`config.mk`:
```
export PLATFORM = sky130hd
export DESIGN_NAME = positional_pid_deadband_clamp
export DESIGN_NICKNAME = d
export VERILOG_FILES = /design/src/rtl/core/ppdc_pkg.sv /design/src/rtl/core/positional_pid_deadband_clamp.sv /design/src/rtl/core/ppdc_terms.sv
export SDC_FILE = /design/constraint.sdc
export NUM_CORES = 2
export LEC_CHECK = 0
export ABC_AREA = 1
export BUFFER_PORTS_ARGS = -buffer_cell sky130_fd_sc_hd__buf_4
export CAP_MARGIN = 30
export CELL_PAD_IN_SITES_DETAIL_PLACEMENT = 0
export CELL_PAD_IN_SITES_GLOBAL_PLACEMENT = 1
export CORE_MARGIN = 5
export CORE_UTILIZATION = 30
export CTS_BUF_LIST = sky130_fd_sc_hd__clkbuf_8
export DETAILED_ROUTE_END_ITERATION = 16
export GPL_ROUTABILITY_DRIVEN = 0
export PLACE_DENSITY = 0.62
export SETUP_SLACK_MARGIN = 0.02
export SLEW_MARGIN = 10
export SYNTH_ARGS = -nofsm -noshare
export SYNTH_HDL_FRONTEND = slang
export SYNTH_SLANG_ARGS = --single-unit
```
`constraint.sdc`:
```
create_clock -name clock -period 14.6 [get_ports clock]
set_input_delay 2.19 -clock clock [delete_from_list [all_inputs] [get_ports clock]]
set_output_delay 2.19 -clock clock [all_outputs]
set_load 0.005 [all_outputs]
```
`src/rtl/core/ppdc_pkg.sv`:
```
// Package for the positional PID block with dead band and clamps.
// Holds register indexes, field widths and the configuration struct.
// No dependencies.
package ppdc_pkg;

   localparam int CSR_ADDR_W = 3;
   localparam int CSR_DATA_W = 17;

   localparam logic [CSR_ADDR_W-1:0] REG_KP           = 3'd0;
   localparam logic [CSR_ADDR_W-1:0] REG_KI           = 3'd1;
   localparam logic [CSR_ADDR_W-1:0] REG_KD           = 3'd2;
   localparam logic [CSR_ADDR_W-1:0] REG_DEAD_BAND    = 3'd3;
   localparam logic [CSR_ADDR_W-1:0] REG_INTEGRAL_MAX = 3'd4;
   localparam logic [CSR_ADDR_W-1:0] REG_I_TERM_MAX   = 3'd5;
   localparam logic [CSR_ADDR_W-1:0] REG_OUTPUT_MAX   = 3'd6;

   localparam int DATA_W = 16;
   localparam int ERR_W  = 17;
   localparam int SUM_W  = 18;
   localparam int DIFF_W = 18;
   localparam int TERM_W = 29;

   localparam logic [14:0] OUTPUT_MAX_RST = 15'h7FFF;

   typedef struct packed {
      logic [15:0] kp;
      logic [15:0] ki;
      logic [15:0] kd;
      logic [15:0] dead_band;
      logic [16:0] integral_max;
      logic [14:0] i_term_max;
      logic [14:0] output_max;
   } cfg_type;

endpackage

```
`src/rtl/core/positional_pid_deadband_clamp.sv`:
```
// Positional PID controller with error dead band, integral clamp, I-term clamp
// and output saturation. Takes one setpoint/measured transfer per cycle while
// the result side does not stall and returns one drive transfer per input,
// passing the input register, error stage (dead band and error-sum update, a
// feedback loop) and result register. The three gain products run in
// parallel in the last stage. Gains and limits come from a write-only register
// port, to be written by the user only while the block is idle; not enforced.
// Depends on ppdc_pkg and ppdc_terms.
module positional_pid_deadband_clamp (
   input  logic                                  clock,
   input  logic                                  reset,
   input  logic                                  req_valid,
   output logic                                  req_ready,
   input  logic signed [ppdc_pkg::DATA_W-1:0]    req_setpoint,
   input  logic signed [ppdc_pkg::DATA_W-1:0]    req_measured,
   output logic                                  rsp_valid,
   input  logic                                  rsp_ready,
   output logic signed [ppdc_pkg::DATA_W-1:0]    rsp_drive,
   input  logic                                  csr_we,
   input  logic [ppdc_pkg::CSR_ADDR_W-1:0]       csr_addr,
   input  logic [ppdc_pkg::CSR_DATA_W-1:0]       csr_wdata
);
   import ppdc_pkg::*;

   cfg_type                   cfg_ff;
   cfg_type                   cfg_in;

   logic                      s1_valid_ff;
   logic signed [DATA_W-1:0]  s1_setpoint_ff;
   logic signed [DATA_W-1:0]  s1_measured_ff;

   logic                      s2_valid_ff;
   logic signed [ERR_W-1:0]   s2_err_ff;
   logic signed [SUM_W-1:0]   s2_sum_ff;
   logic signed [DIFF_W-1:0]  s2_diff_ff;

   logic                      rsp_valid_ff;
   logic signed [DATA_W-1:0]  rsp_drive_ff;

   logic signed [SUM_W-1:0]   error_sum_ff;
   logic signed [SUM_W-1:0]   error_sum_in;
   logic signed [ERR_W-1:0]   prev_err_ff;

   logic                      out_load;
   logic                      s2_load;
   logic                      s1_load;
   logic                      s1_move;

   logic signed [ERR_W-1:0]   err_raw;
   logic signed [ERR_W-1:0]   err;
   logic signed [SUM_W-1:0]   err_wide;
   logic signed [SUM_W-1:0]   db_lim;
   logic signed [SUM_W:0]     sum_raw;
   logic signed [SUM_W:0]     sum_lim;
   logic signed [SUM_W:0]     sum_sat;
   logic signed [DIFF_W-1:0]  diff;
   logic signed [DATA_W-1:0]  drive;

   // config writes
   always_comb begin
      cfg_in = cfg_ff;
      if (csr_we) begin
         case (csr_addr)
            REG_KP:           cfg_in.kp           = csr_wdata[15:0];
            REG_KI:           cfg_in.ki           = csr_wdata[15:0];
            REG_KD:           cfg_in.kd           = csr_wdata[15:0];
            REG_DEAD_BAND:    cfg_in.dead_band    = csr_wdata[15:0];
            REG_INTEGRAL_MAX: cfg_in.integral_max = csr_wdata[16:0];
            REG_I_TERM_MAX:   cfg_in.i_term_max   = csr_wdata[14:0];
            REG_OUTPUT_MAX:   cfg_in.output_max   = csr_wdata[14:0];
            default:          cfg_in = cfg_ff;
         endcase
      end
   end

   always_ff @(posedge clock) begin
      if (reset) begin
         cfg_ff <= '{kp: 16'd0, ki: 16'd0, kd: 16'd0, dead_band: 16'd0,
                    integral_max: 17'd0, i_term_max: 15'd0,
                    output_max: OUTPUT_MAX_RST};
      end else begin
         cfg_ff <= cfg_in;
      end
   end

   // stage flow control
   assign out_load  = !rsp_valid_ff || rsp_ready;
   assign s2_load   = !s2_valid_ff || out_load;
   assign s1_load   = !s1_valid_ff || s2_load;
   assign s1_move   = s1_valid_ff && s2_load;
   assign req_ready = s1_load;

   // error, dead band and error-sum update
   always_comb begin
      err_raw  = signed'({s1_setpoint_ff[DATA_W-1], s1_setpoint_ff})
               - signed'({s1_measured_ff[DATA_W-1], s1_measured_ff});
      err_wide = signed'({err_raw[ERR_W-1], err_raw});
      db_lim   = signed'({2'b00, cfg_ff.dead_band});
      if (err_wide > -db_lim && err_wide < db_lim) begin
         err = '0;
      end else begin
         err = err_raw;
      end

      sum_raw = signed'({error_sum_ff[SUM_W-1], error_sum_ff})
              + signed'({{2{err[ERR_W-1]}}, err});
      sum_lim = signed'({2'b00, cfg_ff.integral_max});
      if (sum_raw > sum_lim) begin
         sum_sat = sum_lim;
      end else if (sum_raw < -sum_lim) begin
         sum_sat = -sum_lim;
      end else begin
         sum_sat = sum_raw;
      end
      error_sum_in = sum_sat[SUM_W-1:0];

      diff = signed'({err[ERR_W-1], err}) - signed'({prev_err_ff[ERR_W-1], prev_err_ff});
   end

   ppdc_terms u_terms (
      .cfg   (cfg_ff),
      .err   (s2_err_ff),
      .sum   (s2_sum_ff),
      .diff  (s2_diff_ff),
      .drive (drive)
   );

   // control registers
   always_ff @(posedge clock) begin
      if (reset) begin
         s1_valid_ff  <= 1'b0;
         s2_valid_ff  <= 1'b0;
         rsp_valid_ff <= 1'b0;
         error_sum_ff <= '0;
         prev_err_ff  <= '0;
      end else begin
         if (s1_load) begin
            s1_valid_ff <= req_valid;
         end
         if (s2_load) begin
            s2_valid_ff <= s1_valid_ff;
         end
         if (out_load) begin
            rsp_valid_ff <= s2_valid_ff;
         end
         if (s1_move) begin
            error_sum_ff <= error_sum_in;
            prev_err_ff  <= err;
         end
      end
   end

   // payload registers
   always_ff @(posedge clock) begin
      if (s1_load && req_valid) begin
         s1_setpoint_ff <= req_setpoint;
         s1_measured_ff <= req_measured;
      end
      if (s1_move) begin
         s2_err_ff  <= err;
         s2_sum_ff  <= error_sum_in;
         s2_diff_ff <= diff;
      end
      if (out_load && s2_valid_ff) begin
         rsp_drive_ff <= drive;
      end
   end

   assign rsp_valid = rsp_valid_ff;
   assign rsp_drive = rsp_drive_ff;

endmodule

```
`src/rtl/core/ppdc_terms.sv`:
```
// Gain products, I-term clamp, sum and output saturation of the PID block.
// Depends on ppdc_pkg for widths and the configuration struct.
module ppdc_terms (
   input  ppdc_pkg::cfg_type                    cfg,
   input  logic signed [ppdc_pkg::ERR_W-1:0]    err,
   input  logic signed [ppdc_pkg::SUM_W-1:0]    sum,
   input  logic signed [ppdc_pkg::DIFF_W-1:0]   diff,
   output logic signed [ppdc_pkg::DATA_W-1:0]   drive
);
   import ppdc_pkg::*;

   logic signed [ERR_W+16:0]  p_prod;
   logic signed [SUM_W+16:0]  i_prod;
   logic signed [DIFF_W+16:0] d_prod;
   logic signed [ERR_W+16:0]  p_shift;
   logic signed [SUM_W+16:0]  i_shift;
   logic signed [DIFF_W+16:0] d_shift;
   logic signed [TERM_W-1:0]  p_term;
   logic signed [TERM_W-1:0]  i_raw;
   logic signed [TERM_W-1:0]  i_term;
   logic signed [TERM_W-1:0]  d_term;
   logic signed [TERM_W-1:0]  i_lim;
   logic signed [TERM_W-1:0]  o_lim;
   logic signed [TERM_W-1:0]  total;
   logic signed [TERM_W-1:0]  total_sat;

   always_comb begin
      p_prod  = signed'({1'b0, cfg.kp}) * err;
      i_prod  = signed'({1'b0, cfg.ki}) * sum;
      d_prod  = signed'({1'b0, cfg.kd}) * diff;
      p_shift = p_prod >>> 8;
      i_shift = i_prod >>> 8;
      d_shift = d_prod >>> 8;
      p_term  = p_shift[TERM_W-1:0];
      i_raw   = i_shift[TERM_W-1:0];
      d_term  = d_shift[TERM_W-1:0];

      i_lim = signed'({{(TERM_W-15){1'b0}}, cfg.i_term_max});
      if (i_raw > i_lim) begin
         i_term = i_lim;
      end else if (i_raw < -i_lim) begin
         i_term = -i_lim;
      end else begin
         i_term = i_raw;
      end

      total = p_term + i_term + d_term;
      o_lim = signed'({{(TERM_W-15){1'b0}}, cfg.output_max});
      if (total > o_lim) begin
         total_sat = o_lim;
      end else if (total < -o_lim) begin
         total_sat = -o_lim;
      end else begin
         total_sat = total;
      end
      drive = total_sat[DATA_W-1:0];
   end

endmodule

```
# Yosys cells after proc, flatten, opt, wreduce, memory -nomap -nowiden
# Index checks and enable logic that the tools add are counted.
# W data, S select, Z words.
# totals
register_bits	250
input_bits	57
# classes
n_addsub	9
multipliers	3
order_cmp	8
eq_ne	6
muxes	7
n_reduce_logical	18
# ops
op	n
$mul A17 B18 Y35	2
$mux W29	2
$neg A15 Y29	2
$mux W18	2
$mul A17 B17 Y34	1
$add A26 B29 Y29	1
$add A29 B27 Y29	1
$gt A29 B16 Y1	1
$lt A27 B29 Y1	1
$lt A29 B29 Y1	1
$gt A27 B16 Y1	1
$add A18 B17 Y19	1
$gt A19 B18 Y1	1
$lt A19 B19 Y1	1
$neg A17 Y19	1
$gt A17 B18 Y1	1
$neg A16 Y18	1
$sub A17 B17 Y18	1
$lt A17 B17 Y1	1
$mux W17	1
$sub A16 B16 Y17	1
$mux W16	1
$mux W15	1
$reduce_and A2 Y1	7
7 further kinds	17

# Depth between registers and ports, before layout
# depth
depth_word	9
mapped_depth	84
depth_no_buf	79

# Cells and area by module
# A second synthesis with hierarchy kept.
# unflattened
hier_cells	6702
hier_area_um2	51325.5
# modules_own_cells
module	instances	cells_each	area_per_inst_um2	seq_area_each_um2
ppdc_terms	1	5000	37404.6	0.0
positional_pid_deadband_clamp	1	1702	13920.9	6015.8

# Worst setup path before layout
# No wires, ideal clock.
# synth_timing
path_type	register to register
from	reg cfg_ff[87] in the netlist's numbering
to	reg rsp_drive_ff[7], in the netlist rsp_drive[7] (data pin)
arrival_time_ns	10.806
t_required_ns	14.348
setup_slack_ns	3.542
stages_incl_launch_ff	78
n_path_buf	5
period_less_slack_ns	11.058
path_cell_list	dfxtp_1 > clkbuf_1 > clkbuf_1 > nand2_1 > fa_1 > inv_1 > fa_1 > inv_1 > fa_1 > inv_1 > fa_1 > fa_1 > inv_1 > fa_1 > inv_1 > ha_1 > nand2_1 > nor2_2 > (+42 left out) > nand2_1 > inv_1 > nand3_1 > nand2_1 > nand4_1 > nand2_2 > buf_6 > inv_1 > ha_1 > a31oi_1 > nand2_2 > nand2_4 > nand2_4 > buf_6 > nand2_1 > nand2_1 > nand2_1 > nand2_1
# synth_via
elab_chain_len	9
elab_cells_between_ends	11
cone_classes	add/sub (2); mul (1); order compare (4); mux (4)
# synth_lines
element	line	rtl
start, declared	positional_pid_deadband_clamp.sv:25	cfg_type cfg_ff;
start signal, assigned	positional_pid_deadband_clamp.sv:78	cfg_ff <= '{kp: 16'd0, ki: 16'd0, kd: 16'd0, dead_band: 16'd0,
start signal, assigned	positional_pid_deadband_clamp.sv:82	cfg_ff <= cfg_in;
$mul A17 B18 Y35 (*)	ppdc_terms.sv:29	i_prod = signed'({1'b0, cfg.ki}) * sum;
$lt A27 B29 Y1	ppdc_terms.sv:41	end else if (i_raw < -i_lim) begin
$mux W29	ppdc_terms.sv:41	
$mux W29 (*)	ppdc_terms.sv:39	if (i_raw > i_lim) begin
$add A26 B29 Y29 (*)	ppdc_terms.sv:47	total = p_term + i_term + d_term;
$add A29 B27 Y29 (*)	ppdc_terms.sv:47	
$lt A29 B29 Y1	ppdc_terms.sv:51	end else if (total < -o_lim) begin
$mux W16	ppdc_terms.sv:51	
$mux W15 (*)	ppdc_terms.sv:49	if (total > o_lim) begin
via drive[7]	positional_pid_deadband_clamp.sv:57	logic signed [DATA_W-1:0] drive;
end signal, assigned	positional_pid_deadband_clamp.sv:165	rsp_drive_ff <= drive;
end, declared	positional_pid_deadband_clamp.sv:38	logic signed [DATA_W-1:0] rsp_drive_ff;
# The timed path passes the listed nets; every way through them passes the cells marked *.
# A chain may end at the register's enable or synchronous reset.

# Worst setup path in the final report
# layout_timing
from	reg s2_sum_ff[11]
to	reg rsp_drive_ff[15], in the netlist rsp_drive[15] (data pin)
# layout_via
elab_chain_len	8
elab_cells_between_ends	10
cone_classes	add/sub (2); mul (1); order compare (4); mux (3)
# layout_lines
element	line	rtl
start, declared	positional_pid_deadband_clamp.sv:34	logic signed [SUM_W-1:0] s2_sum_ff;
start signal, assigned	positional_pid_deadband_clamp.sv:161	s2_sum_ff <= error_sum_in;
$mul A17 B18 Y35 (*)	ppdc_terms.sv:29	
$lt A27 B29 Y1	ppdc_terms.sv:41	
$mux W29	ppdc_terms.sv:41	
$mux W29 (*)	ppdc_terms.sv:39	
$add A26 B29 Y29 (*)	ppdc_terms.sv:47	
$add A29 B27 Y29 (*)	ppdc_terms.sv:47	
$lt A29 B29 Y1	ppdc_terms.sv:51	
$mux W16	ppdc_terms.sv:51	
# Mark *: on every way between the ends. The rest lies on a longest branch, timed or not.

==> impl_summary.txt <==
----------------------------------------------------
[Outcome]
  Outcome ... complete, no violations

[Synth]
  Post-synthesis average cell area ... 7.60 um^2
  Count of unique library cells instantiated by Yosys ... 58
  Yosys warns ... 0
  Top_reg_cell synth ... sky130_fd_sc_hd__dfxtp_1
  Post-synthesis instance area ... 51000 um^2
  Number of storage elements in the synthesis netlist ... 250
  Portion of the post-synthesis area used by sequential elements ... 0.118
  Number of standard cells after synthesis ... 6719
  Net Count, Synth ... 8125
  Proportion of register bits with asynchronous set or reset after synthesis ... 0
  Post-synth EDFFs ... 101

[Final layout]
  Most frequent cells in the layout ... sky130_fd_sc_hd__inv_1, sky130_fd_sc_hd__nand2_1, sky130_fd_sc_hd__fa_1, sky130_fd_sc_hd__ha_1, sky130_fd_sc_hd__nor2_1
  Leading cell type in the layout, fill and taps excluded ... sky130_fd_sc_hd__inv_1
  Number of nets in the layout ... 8044
  Multi-input logic area ... 37300 um^2
  Layout cells sized above 1 ... 0.0434
  Final standard cell area without fillers ... 54900 um^2
  Layout overhead on the synthesized area ... 7.63%
  Filler cell count in the final layout ... 18287
  Register Area ... 6020 um^2
  Diode count ... 0

[Routing]
  Final Routed Wirelength ... 164000 um
  Via-per-instance ratio ... 4.62
  Number of detailed-routing iterations run before antenna repair ... 6
  Count of vias placed by the detailed router ... 41099
  DRT antenna net count ... 0
  DRC marker count from the first detailed-route iteration ... 2516
  Final routed wire length divided by cell count ... 18.4 um
  DRC ... 0

[Placement]
  Placed inst area ... 53700 um^2
  Total of buffers placed on input and output ports ... 74
  Post-detail-place hpwl ... 133000 um

[Flow run]
  Count of max-cap constraint violations ... 0

[Floorplan]
  Number of placed I/O pins ... 75
  Initial cell density of the core ... 0.302
  Area of the core ... 169000 um^2
  Floorplan die area ... 179000 um^2
  Site row count ... 151
  Horizontal extent of the die ... 423 um
  Vertical die dimension ... 423 um

[Global routing]
  Pin count of the biggest net entering global routing ... 86
  Via count of the first global-routing pass ... 43668
  Antenna violations before repair ... 10
  Total routing resource utilization after global routing ... 0.185
  Total grt overflow ... 0
  Wire length of the first global-routing pass ... 257000 um

[Worst hold path]
  Instance count along the most critical hold path ... 2
  Type of the worst min-delay path ... reg -> reg

[Worst setup path]
  Crit path capture type ... register
  Master of the slowest instance on the critical path ... sky130_fd_sc_hd__edfxtp_1
  Data arrival time of the critical path ... 13870 ps
  CP Launch Type ... register
  Logic depth of the worst register-to-register path ... 59
  Worst setup path class ... reg -> reg
  Most Frequent Cell on Critical Path ... sky130_fd_sc_hd__nand2_1
  Maximum single-stage delay on the critical path ... 1010 ps
  Critical-path maximum fanout ... 20
  Data required time of the worst path ... 15040 ps

[Timing]
  Actual transition at the worst max-transition pin ... 1020 ps
  Max-Slew Margin vs Limit ... 0.322
  Final Hold Vio Count ... 0
  TNS Setup ... 0 ps
  Share of the cycle needed by the critical path after routing ... 0.920
  Clock period minus worst slack ... 13430 ps
  Clk_skew ... 108 ps
  Unrepaired setup endpoints after global routing ... false
  Achievable clock frequency ... 74.5 MHz
  Final setup viols ... 0
  Final Slew Violations ... 0

[Clocking]
  Level count of the clock H-tree ... 2
  Clock transition at the register clock pins on the worst setup and hold paths after CTS ... 50 ps
  Num CTS Buffers ... 55
  Total clock sinks ... 250
  Clock Path Buffers ... 3
  Insertion delay to the later sink of the worst-skew pair ... 790 ps
  Library cell used as clock root buffer ... sky130_fd_sc_hd__clkbuf_8
  Clock tree from TritonCTS ... built

[Pwr]
  IR drop worst, VDD ... 179 uV
  Static leakage power ... 30.4 nW
  Total power divided by cell area ... 185 nW/um^2

----------------------------------------------------
per-stage QoR:
step / cells / power (mW) / hold WS [ps] / utilization / setup slack, ps
3_3_place_gp: 8791 / 9.28 / 490 / 0.317 / 1370
2_1_floorplan: 6719 / 6.78 / 457 / - / 3540
3_5_place_dp: 8794 / 9.30 / 491 / 0.317 / 1260
5_1_grt: 8902 / 11.4 / 549 / 0.325 / 43.5
6_report: 8902 / 10.2 / 496 / 0.325 / 1170
4_1_cts: 8897 / 10.3 / 503 / 0.324 / 1070
final cells by class:
type / count / share of cell area
Timing Repair Buffer: 118 / 0.0164
Multi-Input combinational cell: 4412 / 0.678
Sequential cell: 250 / 0.110
Clock inverter: 31 / 0.00410
Clock buffer: 72 / 0.0180
Tap cell: 2218 / 0.0505
Inverter: 1801 / 0.123
kinds of logic after synthesis:
kind of cell	after synthesis	share of synthesized area
AND/OR/NAND/NOR	2216	0.176
buffers and inverters	2057	0.152
adder cells (fa/ha/maj)	1349	0.452
AO/OA/AOI/OAI	661	0.0704
flip-flops	250	0.118
XOR/XNOR	186	0.0319
flip-flops by register name, summed over array words and instances (netlist names):
register and count:
s2_sum_ff 18, prev_err_ff 17, s1_setpoint_ff 16, s2_diff_ff 18, s1_measured_ff 16, s1_valid_ff 1
cfg_ff 111, s2_valid_ff 1, error_sum_ff 18, rsp_valid 1, rsp_drive 16, s2_err_ff 17
repair_timing:
action	in CTS	in global routing
setup buffers	0	4
endpoints found under the setup margin	0	5
resized for setup	0	1
hold buffers	0	0
metal layers:
metal / GRT usage / wire (um) / vias to the layer above
met3: 0.0214 / 7390 / 175
met2: 0.319 / 77100 / 853
met1: 0.249 / 74600 / 20337
li1: - / - / 19734
met4: 0.0438 / 4530 / 0
met5: 0 / 0 / -
synth_stat cells (all sizes together) (12+ instances only):
| library cell | instances | area, um^2 |
|---|---|---|
| inv | 1798 | 6750 |
| nand2 | 1609 | 6080 |
| fa | 822 | 16500 |
| ha | 527 | 6590 |
| nor2 | 327 | 1280 |
| a21oi | 296 | 1500 |
| o21ai | 259 | 1300 |
| clkbuf | 230 | 863 |
| nand3 | 154 | 808 |
| dfxtp | 149 | 2980 |
| xor2 | 121 | 1060 |
| edfxtp | 101 | 3030 |
| xnor2 | 65 | 569 |
| nor3 | 49 | 275 |
| o211ai | 29 | 218 |
| nand4 | 28 | 205 |
| buf | 26 | 149 |
| nand3b | 18 | 135 |
| or2 | 17 | 106 |
| a21o | 14 | 105 |
| a31oi | 12 | 75.1 |
worst paths after layout:
check                                 to  slack, ps                startpoint
min               rsp_valid$_SDFFE_PP0P_        500  s2_valid_ff$_SDFFE_PP0P_
max          rsp_drive[15]$_SDFFCE_PP0P_       1170   s2_sum_ff[11]$_DFFE_PP_
min reg2reg       rsp_valid$_SDFFE_PP0P_        500  s2_valid_ff$_SDFFE_PP0P_
max reg2reg  rsp_drive[15]$_SDFFCE_PP0P_       1170   s2_sum_ff[11]$_DFFE_PP_
where the power goes:
group          internal, mW  switching, mW
Sequential            0.923          0.370
Combinational          2.71           5.28
Clock                 0.483          0.400
worst max-delay path: cells and delay by family (launching register included):
| kind | cells | cell delay [ps] |
|---|---|---|
| AOI/OAI and AO/OA | 8 | 1500 |
| xor gates and xnor gates | 2 | 610 |
| adders and majority gates | 12 | 4910 |
| buffers and inverters | 9 | 710 |
| DFF | 1 | 1010 |
| and+or+nand+nor | 28 | 4290 |
Note: power is estimated with default switching activity, not from simulation.
